## src/rtl/core/sag_pkg.sv

```systemverilog
// ============================================================================
// sag_pkg - sliding attack generator shared definitions
// Action codes, board masks, stage word types and board permutations.
// ============================================================================
package sag_pkg;

    localparam logic [2:0] ACT_ROOK   = 3'd0;
    localparam logic [2:0] ACT_BISHOP = 3'd1;
    localparam logic [2:0] ACT_QUEEN  = 3'd2;
    localparam logic [2:0] ACT_FILE   = 3'd3;
    localparam logic [2:0] ACT_PAWN_W = 3'd4;
    localparam logic [2:0] ACT_PAWN_B = 3'd5;

    localparam logic [63:0] FILE_A_MASK = 64'h0101010101010101;
    localparam logic [63:0] FILE_H_MASK = 64'h8080808080808080;
    localparam logic [63:0] MAIN_DIAG   = 64'h8040201008040201;
    localparam logic [63:0] MAIN_ANTI   = 64'h0102040810204080;

    // line slots; the rank line is solved on the transposed board
    localparam int NUM_LINES = 4;
    localparam int LINE_FILE = 0;
    localparam int LINE_RANK = 1;
    localparam int LINE_DIAG = 2;
    localparam int LINE_ANTI = 3;

    typedef struct packed {
        logic [63:0] fw;    // occupancy on the line
        logic [63:0] rv;    // same, ranks swapped
        logic [63:0] s;     // slider bit
        logic [63:0] m;     // line mask without slider bit
    } line_setup_t;

    typedef struct packed {
        logic [2:0]                        action;
        logic [63:0]                       pawn;
        line_setup_t [NUM_LINES-1:0]       line;
    } s1_word_t;

    typedef struct packed {
        logic [63:0] fw_d;
        logic [63:0] rv_d;
        logic [63:0] m;
    } line_diff_t;

    typedef struct packed {
        logic [2:0]                        action;
        logic [63:0]                       pawn;
        line_diff_t [NUM_LINES-1:0]        line;
    } s2_word_t;

    // vertical flip: rank r goes to rank 7-r
    function automatic logic [63:0] swap_ranks(input logic [63:0] x);
        logic [63:0] y;
        for (int i = 0; i < 64; i++) begin
            y[i] = x[i ^ 56];
        end
        return y;
    endfunction

    // flip about the a1-h8 diagonal: (rank, file) -> (file, rank)
    function automatic logic [63:0] transpose(input logic [63:0] x);
        logic [63:0] y;
        for (int i = 0; i < 64; i++) begin
            y[i] = x[((i & 7) << 3) | (i >> 3)];
        end
        return y;
    endfunction

endpackage

```

## src/rtl/core/sag_stage_mask.sv

```systemverilog
// ============================================================================
// sag_stage_mask - line mask stage
// Builds slider bit and line masks for all four lines, masks occupancy and
// computes the pawn-set shifts; registers the result.
// ============================================================================
module sag_stage_mask
(
    input  logic              clk,
    input  logic              rst_n,
    input  logic              in_valid,
    output logic              in_ready,
    input  logic [2:0]        action,
    input  logic [63:0]       board,
    input  logic [2:0]        file_index,
    input  logic [2:0]        rank_index,
    output logic              out_valid,
    input  logic              out_ready,
    output sag_pkg::s1_word_t out_data
);

    logic              valid_reg;
    sag_pkg::s1_word_t data_reg;
    sag_pkg::s1_word_t data_next;

    always_comb
    begin
        logic [63:0] occ_t;
        logic [63:0] s_f;
        logic [63:0] s_t;
        logic [63:0] m_diag;
        logic [63:0] m_anti;
        logic [2:0]  d;
        logic [3:0]  c;
        logic [2:0]  e;

        occ_t = sag_pkg::transpose(board);
        s_f   = 64'd1 << {rank_index, file_index};
        s_t   = 64'd1 << {file_index, rank_index};

        if (file_index >= rank_index)
        begin
            d      = file_index - rank_index;
            m_diag = sag_pkg::MAIN_DIAG >> {d, 3'b000};
        end
        else
        begin
            d      = rank_index - file_index;
            m_diag = sag_pkg::MAIN_DIAG << {d, 3'b000};
        end

        c = {1'b0, file_index} + {1'b0, rank_index};
        if (c >= 4'd7)
        begin
            e      = 3'(c - 4'd7);
            m_anti = sag_pkg::MAIN_ANTI << {e, 3'b000};
        end
        else
        begin
            e      = 3'(4'd7 - c);
            m_anti = sag_pkg::MAIN_ANTI >> {e, 3'b000};
        end

        data_next.action = action;

        data_next.line[sag_pkg::LINE_FILE].s = s_f;
        data_next.line[sag_pkg::LINE_FILE].m = (sag_pkg::FILE_A_MASK << file_index) & ~s_f;
        data_next.line[sag_pkg::LINE_FILE].fw = board & data_next.line[sag_pkg::LINE_FILE].m;

        data_next.line[sag_pkg::LINE_RANK].s = s_t;
        data_next.line[sag_pkg::LINE_RANK].m = (sag_pkg::FILE_A_MASK << rank_index) & ~s_t;
        data_next.line[sag_pkg::LINE_RANK].fw = occ_t & data_next.line[sag_pkg::LINE_RANK].m;

        data_next.line[sag_pkg::LINE_DIAG].s = s_f;
        data_next.line[sag_pkg::LINE_DIAG].m = m_diag & ~s_f;
        data_next.line[sag_pkg::LINE_DIAG].fw = board & data_next.line[sag_pkg::LINE_DIAG].m;

        data_next.line[sag_pkg::LINE_ANTI].s = s_f;
        data_next.line[sag_pkg::LINE_ANTI].m = m_anti & ~s_f;
        data_next.line[sag_pkg::LINE_ANTI].fw = board & data_next.line[sag_pkg::LINE_ANTI].m;

        for (int i = 0; i < sag_pkg::NUM_LINES; i++)
        begin
            data_next.line[i].rv = sag_pkg::swap_ranks(data_next.line[i].fw);
        end

        if (action == sag_pkg::ACT_PAWN_W)
        begin
            data_next.pawn = ((board << 9) & ~sag_pkg::FILE_A_MASK)
                           | ((board << 7) & ~sag_pkg::FILE_H_MASK);
        end
        else
        begin
            data_next.pawn = ((board >> 7) & ~sag_pkg::FILE_A_MASK)
                           | ((board >> 9) & ~sag_pkg::FILE_H_MASK);
        end
    end

    assign in_ready = !valid_reg || out_ready;

    always_ff @(posedge clk or negedge rst_n)
    begin
        if (!rst_n)
        begin
            valid_reg <= 1'b0;
        end
        else if (in_ready)
        begin
            valid_reg <= in_valid;
        end
    end

    always_ff @(posedge clk)
    begin
        if (in_valid && in_ready)
        begin
            data_reg <= data_next;
        end
    end

    assign out_valid = valid_reg;
    assign out_data  = data_reg;

endmodule

```

## src/rtl/core/sag_stage_sub.sv

```systemverilog
// ============================================================================
// sag_stage_sub - hyperbola subtraction stage
// Subtracts the slider bit from the forward and flipped line occupancy of
// every line in parallel; registers the differences.
// ============================================================================
module sag_stage_sub
(
    input  logic              clk,
    input  logic              rst_n,
    input  logic              in_valid,
    output logic              in_ready,
    input  sag_pkg::s1_word_t in_data,
    output logic              out_valid,
    input  logic              out_ready,
    output sag_pkg::s2_word_t out_data
);

    logic              valid_reg;
    sag_pkg::s2_word_t data_reg;
    sag_pkg::s2_word_t data_next;

    always_comb
    begin
        data_next.action = in_data.action;
        data_next.pawn   = in_data.pawn;
        for (int i = 0; i < sag_pkg::NUM_LINES; i++)
        begin
            data_next.line[i].fw_d = in_data.line[i].fw - in_data.line[i].s;
            data_next.line[i].rv_d = in_data.line[i].rv
                                   - sag_pkg::swap_ranks(in_data.line[i].s);
            data_next.line[i].m    = in_data.line[i].m;
        end
    end

    assign in_ready = !valid_reg || out_ready;

    always_ff @(posedge clk or negedge rst_n)
    begin
        if (!rst_n)
        begin
            valid_reg <= 1'b0;
        end
        else if (in_ready)
        begin
            valid_reg <= in_valid;
        end
    end

    always_ff @(posedge clk)
    begin
        if (in_valid && in_ready)
        begin
            data_reg <= data_next;
        end
    end

    assign out_valid = valid_reg;
    assign out_data  = data_reg;

endmodule

```

## src/rtl/core/sag_stage_merge.sv

```systemverilog
// ============================================================================
// sag_stage_merge - line merge and action select stage
// Folds each line's two differences, transposes the rank line back and
// selects the attack set by action; holds the output register.
// ============================================================================
module sag_stage_merge
(
    input  logic              clk,
    input  logic              rst_n,
    input  logic              in_valid,
    output logic              in_ready,
    input  sag_pkg::s2_word_t in_data,
    output logic              out_valid,
    input  logic              out_ready,
    output logic [63:0]       attacks
);

    logic        valid_reg;
    logic [63:0] attacks_reg;
    logic [63:0] attacks_next;
    logic [63:0] res [sag_pkg::NUM_LINES];
    logic [63:0] res_rank;

    always_comb
    begin
        for (int i = 0; i < sag_pkg::NUM_LINES; i++)
        begin
            res[i] = (in_data.line[i].fw_d ^ sag_pkg::swap_ranks(in_data.line[i].rv_d))
                   & in_data.line[i].m;
        end
        res_rank = sag_pkg::transpose(res[sag_pkg::LINE_RANK]);

        unique case (in_data.action) inside
            sag_pkg::ACT_ROOK:
                attacks_next = res[sag_pkg::LINE_FILE] | res_rank;
            sag_pkg::ACT_BISHOP:
                attacks_next = res[sag_pkg::LINE_DIAG] | res[sag_pkg::LINE_ANTI];
            sag_pkg::ACT_QUEEN:
                attacks_next = res[sag_pkg::LINE_FILE] | res_rank
                             | res[sag_pkg::LINE_DIAG] | res[sag_pkg::LINE_ANTI];
            sag_pkg::ACT_FILE:
                attacks_next = res[sag_pkg::LINE_FILE];
            sag_pkg::ACT_PAWN_W, sag_pkg::ACT_PAWN_B:
                attacks_next = in_data.pawn;
            default:
                attacks_next = 64'd0;
        endcase
    end

    assign in_ready = !valid_reg || out_ready;

    always_ff @(posedge clk or negedge rst_n)
    begin
        if (!rst_n)
        begin
            valid_reg <= 1'b0;
        end
        else if (in_ready)
        begin
            valid_reg <= in_valid;
        end
    end

    always_ff @(posedge clk)
    begin
        if (in_valid && in_ready)
        begin
            attacks_reg <= attacks_next;
        end
    end

    assign out_valid = valid_reg;
    assign attacks   = attacks_reg;

    // white pawn set never lands on the first rank
    a_pawn_w_rank: assert property (@(posedge clk) disable iff (!rst_n)
        (in_valid && in_ready && in_data.action == sag_pkg::ACT_PAWN_W)
        |=> (attacks_reg[7:0] == 8'd0))
        else $error("white pawn attacks on first rank");

    // black pawn set never lands on the last rank
    a_pawn_b_rank: assert property (@(posedge clk) disable iff (!rst_n)
        (in_valid && in_ready && in_data.action == sag_pkg::ACT_PAWN_B)
        |=> (attacks_reg[63:56] == 8'd0))
        else $error("black pawn attacks on last rank");

    // a rook sees at most 14 squares
    a_rook_count: assert property (@(posedge clk) disable iff (!rst_n)
        (in_valid && in_ready && in_data.action == sag_pkg::ACT_ROOK)
        |=> ($countones(attacks_reg) <= 14))
        else $error("rook attack set too large");

    // a bishop sees at most 13 squares
    a_bishop_count: assert property (@(posedge clk) disable iff (!rst_n)
        (in_valid && in_ready && in_data.action == sag_pkg::ACT_BISHOP)
        |=> ($countones(attacks_reg) <= 13))
        else $error("bishop attack set too large");

    // unused action codes give an empty set
    a_unused_zero: assert property (@(posedge clk) disable iff (!rst_n)
        (in_valid && in_ready && in_data.action > sag_pkg::ACT_PAWN_B)
        |=> (attacks_reg == 64'd0))
        else $error("unused action gave attacks");

endmodule

```

## src/rtl/core/sliding_attack_generator.sv

```systemverilog
// ============================================================================
// sliding_attack_generator - bitboard attack set generator
// Rook, bishop, queen, file-only and pawn-set attacks on 64-bit boards.
// ============================================================================
// Usage:
//   Input channel (in_valid/in_ready) carries one word: action, board,
//   file_index, rank_index. Output channel (out_valid/out_ready) carries
//   the attack set for that word, bit rank*8+file, in input order.
//   There are three register stages: mask build, line subtraction,
//   merge/select. The first of them loads at the accepting edge, and
//   out_valid rises once the merge/select register holds the word.
//   Throughput is one word per cycle while out_ready stays high.
//   Each stage takes a new word when it is empty or its word moves on, so
//   bubbles close up; when out_ready stays low the pipeline fills and
//   in_ready drops after three words are held. Nothing is lost or repeated.
//   Reset (rst_n low) empties every stage; no configuration, no state
//   between words.
// ============================================================================
module sliding_attack_generator
(
    input  logic        clk,
    input  logic        rst_n,
    input  logic        in_valid,
    output logic        in_ready,
    input  logic [2:0]  action,
    input  logic [63:0] board,
    input  logic [2:0]  file_index,
    input  logic [2:0]  rank_index,
    output logic        out_valid,
    input  logic        out_ready,
    output logic [63:0] attacks
);

    logic              s1_valid;
    logic              s1_ready;
    sag_pkg::s1_word_t s1_data;
    logic              s2_valid;
    logic              s2_ready;
    sag_pkg::s2_word_t s2_data;

    sag_stage_mask u_mask
    (
        .clk        (clk),
        .rst_n      (rst_n),
        .in_valid   (in_valid),
        .in_ready   (in_ready),
        .action     (action),
        .board      (board),
        .file_index (file_index),
        .rank_index (rank_index),
        .out_valid  (s1_valid),
        .out_ready  (s1_ready),
        .out_data   (s1_data)
    );

    sag_stage_sub u_sub
    (
        .clk       (clk),
        .rst_n     (rst_n),
        .in_valid  (s1_valid),
        .in_ready  (s1_ready),
        .in_data   (s1_data),
        .out_valid (s2_valid),
        .out_ready (s2_ready),
        .out_data  (s2_data)
    );

    sag_stage_merge u_merge
    (
        .clk       (clk),
        .rst_n     (rst_n),
        .in_valid  (s2_valid),
        .in_ready  (s2_ready),
        .in_data   (s2_data),
        .out_valid (out_valid),
        .out_ready (out_ready),
        .attacks   (attacks)
    );

endmodule

```

## config.mk

```make
export PLATFORM = sky130hd
export DESIGN_NAME = sliding_attack_generator
export DESIGN_NICKNAME = d
export VERILOG_FILES = /design/src/rtl/core/sag_pkg.sv /design/src/rtl/core/sag_stage_mask.sv /design/src/rtl/core/sag_stage_sub.sv /design/src/rtl/core/sag_stage_merge.sv /design/src/rtl/core/sliding_attack_generator.sv
export SDC_FILE = /design/constraint.sdc
export NUM_CORES = 2
export LEC_CHECK = 0
export BUFFER_PORTS_ARGS = -buffer_cell sky130_fd_sc_hd__buf_2
export CAP_MARGIN = 0
export CORE_UTILIZATION = 30
export DETAILED_ROUTE_END_ITERATION = 10
export PLACE_DENSITY = 0.45
export SYNTH_ARGS = -nofsm -noshare
export SYNTH_HDL_FRONTEND = slang
export SYNTH_SLANG_ARGS = --single-unit
```

## constraint.sdc

```tcl
create_clock -name clk -period 22.4 [get_ports clk]
set_clock_uncertainty 0.05 [all_clocks]
set_input_delay 4.48 -clock clk [delete_from_list [all_inputs] [get_ports clk]]
set_output_delay 4.48 -clock clk [all_outputs]
set_load 0.01 [all_outputs]
```

Yosys cells after proc, flatten, opt, wreduce, memory -nomap -nowiden. Cells that the tools add are included.

Output and inout bits: 66. Flip-flop bits (word level): 1865.

Bitwise operators: 24. Reductions and logical operators: 11. $lt $le $gt $ge: 2. Equality and inequality tests: 6. Muxes and demuxes: 4. Shift-type cells: 8. Add/sub/neg operators: 13.

Operators with widths (count): $and A64 B64 Y64 (12); $sub A64 B64 Y64 (8); $pmux W64 S5 (1); $or A64 B64 Y64 (4); $xor A64 B64 Y64 (4); $mux W64 (3); $not A64 Y64 (2); $shl A1 B6 Y64 const A (2); $shl A57 B3 Y64 const A (2); $or A64 B63 Y64 (1); $shl A57 B6 Y64 const A (1); $shl A64 B6 Y64 const A (1); $shr A57 B6 Y64 const A (1); $shr A64 B6 Y64 const A (1); $or A56 B55 Y56 (1); $eq A3 B3 Y1 const B (3); $eq A3 B2 Y1 const B (2); $sub A3 B3 Y3 (2); $add A3 B3 Y4 (1); $ge A4 B3 Y1 const B (1); $eq A3 B1 Y1 const B (1); $ge A3 B3 Y1 (1); $logic_and A1 B1 Y1 (3); $logic_not A1 Y1 (3); other kinds (5) (7).

Logic depth before layout (Yosys ltp).
Depth after elaboration: 6. Gate-level depth with buffers: 14.

Modules after synthesis. A second synthesis with hierarchy kept.

Cells, all modules: 8072. Area total of the unflattened synthesis: 90302.9 um^2.

Modules (own cells, without submodules): sag_stage_sub (seq. area each 25099.1 um^2, instances 1, cells each 5259, area an instance 54400.9 um^2); sag_stage_mask (seq. area each 21255.4 um^2, instances 1, cells each 2200, area an instance 29269.3 um^2); sag_stage_merge (seq. area each 1946.9 um^2, instances 1, cells each 613, area an instance 6632.6 um^2).

Least setup slack after synthesis. Ideal clock, no wire load.

Path type: input -> register. Start: input port out_ready. End: register u_sub.data_reg, in the netlist u_sub.out_data[0], enable pin. Setup slack: -2.244 ns. Path buffers: 0. Setup time: 1.312 ns. Data arrival time: 23.281 ns. Cell stages on the path: 3. Path through: nor2b_1 -> nand2_1 -> and2_1.

Word-level cells in the longest chain between the ends: 3.

RTL lines: start: declaration (RTL line sliding_attack_generator.sv:30) `input logic out_ready,`; $logic_or A1 B1 Y1 (RTL line sag_stage_merge.sv:50) `assign in_ready = !valid_reg || out_ready;`; $logic_or A1 B1 Y1 (RTL line sag_stage_sub.sv:35) `assign in_ready = !valid_reg || out_ready;`; $logic_and A1 B1 Y1 (RTL line sag_stage_sub.sv:51) `if (in_valid && in_ready)`; end signal: assignment (RTL line sag_stage_sub.sv:53) `data_reg <= data_next;`; end: declaration (RTL line sag_stage_sub.sv:19) `sag_pkg::s2_word_t data_reg;`.

No other way between the ends. A chain may end at the register's enable or synchronous reset.

Final worst setup path.
Start: input port out_ready. End: output port in_ready.

Word-level cells in the longest chain between the ends: 3.

RTL lines: $logic_or A1 B1 Y1 (RTL line sag_stage_merge.sv:50); $logic_or A1 B1 Y1 (RTL line sag_stage_sub.sv:35); $logic_or A1 B1 Y1 (RTL line sag_stage_mask.sv:98) `assign in_ready = !valid_reg || out_ready;`; end: declaration (RTL line sliding_attack_generator.sv:24) `output logic in_ready,`.

No other way between the ends.

==> impl_results.md <==
- Result of the run: complete, but fails checks
- Failing checks: max-capacitance violations
- Worst endpoint required time: 17870 ps
- Via total after detailed routing: 57700
- Max Freq: 104 MHz
- Cell with the most instances on the worst path: buf_2
- Vias per cell: 5.45
- Final weighted congestion of routability-driven global placement: 0.967
- DP Wirelength: 250 mm
- Antenna violation net count after detailed routing: 0
- Slowest cell delay on critical path: 170 ps
- Arrival time at the worst endpoint: 5050 ps
- Count of input and output buffers: 142
- Ratio of total power to cell area: 98.2 nW/um^2
- Fraction of registers with async set/reset: 0.00186
- Detailed Routing Iterations Pass 1: 8
- Element type at the critical path start: input pin
- Drt drc: 0
- Count of distinct cell types in the synthesized netlist: 93
- Count of mapped cells out of synthesis: 6871
- Setup Crit Path Kind: input pin to primary output
- Area share of the largest cell type after synthesis: 0.600
- Routed WL per cell: 31.2 um
- Setup repair after global routing missed its margin: false
- Total of warnings raised by yosys: 0
- Sequence of cells on the critical path: buf_2 -> nor2b_1 -> nand3_1 -> buf_2
- Mean instance size in the synthesized netlist: 11.7 um^2
- Commonest cells after routing, fill and taps aside: 1606 x edfxtp_1, 820 x nor2_1, 549 x a21oi_1
- Longest Clk Path Bufs: 3
- Effective utilization at floorplan: 0.302
- Count of non-filler cells in the finished layout: 10600
- Reported max-cap violation count: 1
- Die area: 270000 um^2
- Drt total wl: 331 mm
- Aggregate global routing overflow: 0
- Dominant cell type by area after synthesis: edfxtp_1
- Global-route wire length before repair: 447 mm
- Worst-case setup margin in the final layout: 12820 ps
- Post-synth design cell area: 80400 um^2
- IR drop worst, VDD: 0.0000948 V
- Pin count of the biggest net entering global routing: 78
- Total Nets Final: 7260
- Clock transition time at the flip-flop clock pins of the worst setup and hold paths: 60 ps
- Die Ht: 520 um
- Top post-synthesis cells by area: edfxtp_1 60%, xor2_1 5.0%, ha_1 4.3%
- Commonest non-fill, non-tap cell in the layout: edfxtp_1
- Leakage power figure: 33.9 nW
- Latest clock arrival within the worst-skew pair: 850 ps
- Worst hold path class: register to register
- Time the final worst path needs with I/O delays and setup: 9580 ps
- Final worst-path cycle share: 0.427
- Antenna violations before repair: 49
- CTS H-tree lvls: 4
- Highest net fanout along the worst path: 3
- Placeable core region: 266000 um^2
- Commonest register cell after synthesis: edfxtp_1
- Fin Hold WS: 347 ps
- Hold buffer count at CTS: 0
- Final total negative setup slack: 0 ps
- Flip-flop count of the largest register, all copies and words added: 835
- Vias in the first global route: 54800
- Count of state elements after synthesis: 1609
- Area growth syn-to-layout: 13.1%
- Width of the chip: 520 um
- Slowest cell on the critical path: buf_2
- Setup-failing EPs final: 0
- Sequential element share of the synthesized area: 0.601
- Slew @ Worst Pin: 1460 ps
- Number of buffers created by CTS: 181
- Max-slew violation count: 0
- Rel. slew slack: 0.0157
- Global router's overall resource usage: 0.238
- I/O pin total: 143
- Final Hold Violating Endpoints: 0
- Layout cell share with drive strength beyond 1: 0.0821
- Number of enable-type register cells in the synthesized netlist: 1606
- Total setup buffers inserted after CTS: 0
- Cell count after placement: 10200
- Sinks on the clock net: 1609
- Post-layout util: 0.342
- Post-placement setup slack: 12830 ps
- TritonCTS clock tree: built
- Cell chosen for the clock root: clkbuf_16
- Iteration-0 DRC count of the detailed router: 6723
- Synthesized net count: 7234
- Internal reg-to-reg setup slack: 16680 ps
- Fill cell count: 26500
- Num rows: 189
- Type of destination of the critical path: primary output
- CTS-repair resized insts: 0
[cell usage after synthesis, drive strengths merged (10+ instances only)]
library cell,n
edfxtp,1606
ha,275
nand4,121
o221a,11
clkbuf,323
or3,19
a21oi,551
o211ai,18
a32oi,65
o21bai,62
a41oi,15
a211oi,34
o41ai,10
xnor2,291
xor2,458
and3,170
fa,11
nor2,821
nand2b,32
nand2,359
buf,54
nand3b,10
and2,58
or2,11
nor4,17
o21a,53
a221oi,11
o31ai,24
nor3,91
and4,16
inv,242
o221ai,20
nor2b,35
a22oi,65
a21o,191
o21ai,448
a21boi,17
nand3,100
a31oi,45
[critical path: cells and delay by family]
family / cells / cell delay, ps
and+or+nand+nor: 2 / 290
buffers and inverters: 2 / 280
[final timing paths]
check / start / endpoint / cells after the start
worst max-delay path: out_ready / in_ready / 4
worst min-delay path: u_mask.out_data[17] / u_sub.out_data[17] / 0
worst max register to register: u_mask.out_data[416] / u_sub.out_data[319] / 10
worst min register to register: u_mask.out_data[17] / u_sub.out_data[17] / 0
max in group asynchronous: rst_n / u_mask.out_valid / 1
min in group asynchronous: rst_n / u_merge.out_valid / 1
[report_power, final]
group          internal (W)  switching [W]  leakage, nW
Combinational      0.000532        0.00140         15.2
Sequential          0.00380       0.000135         15.8
Clock               0.00177        0.00130         2.91
[stage by stage]
stage	total power (W)	cell area, um^2
6_report	0.00893	90900
5_1_grt	0.00922	90900
4_1_cts	0.00898	90900
3_5_place_dp	0.00591	84900
3_3_place_gp	0.00590	84900
2_1_floorplan	0.00514	80400
[cells by family after synthesis]
family                   synth area share
AO/OA/AOI/OAI                       0.134
AND/OR/NAND/NOR                     0.108
adder cells (fa/ha/maj)            0.0456
flip-flops                          0.601
buffers and inverters              0.0296
multiplexers                     0.000125
XOR/XNOR                           0.0816
[final cells by class]
class / instances / area [um^2] / area share
multi-input combinational: 4639 / 29900 / 0.329
inverter: 246 / 923 / 0.0102
clock inverter: 108 / 1290 / 0.0142
clock buffer: 218 / 4700 / 0.0517
timing repair buffer: 220 / 1300 / 0.0143
antenna: 21 / 52.6 / 0.000578
sequential: 1609 / 48300 / 0.531
tap: 3533 / 4420 / 0.0486
[layer usage]
layer / track usage / up-vias / part of all wire
li1: - / 25400 / -
met3: 0.0412 / 367 / 0.071
met2: 0.372 / 2408 / 0.45
met4: 0.0627 / 16 / 0.026
met1: 0.339 / 29600 / 0.45
met5: 0 / - / 0.00028
Power figures use the tool's default switching activity.
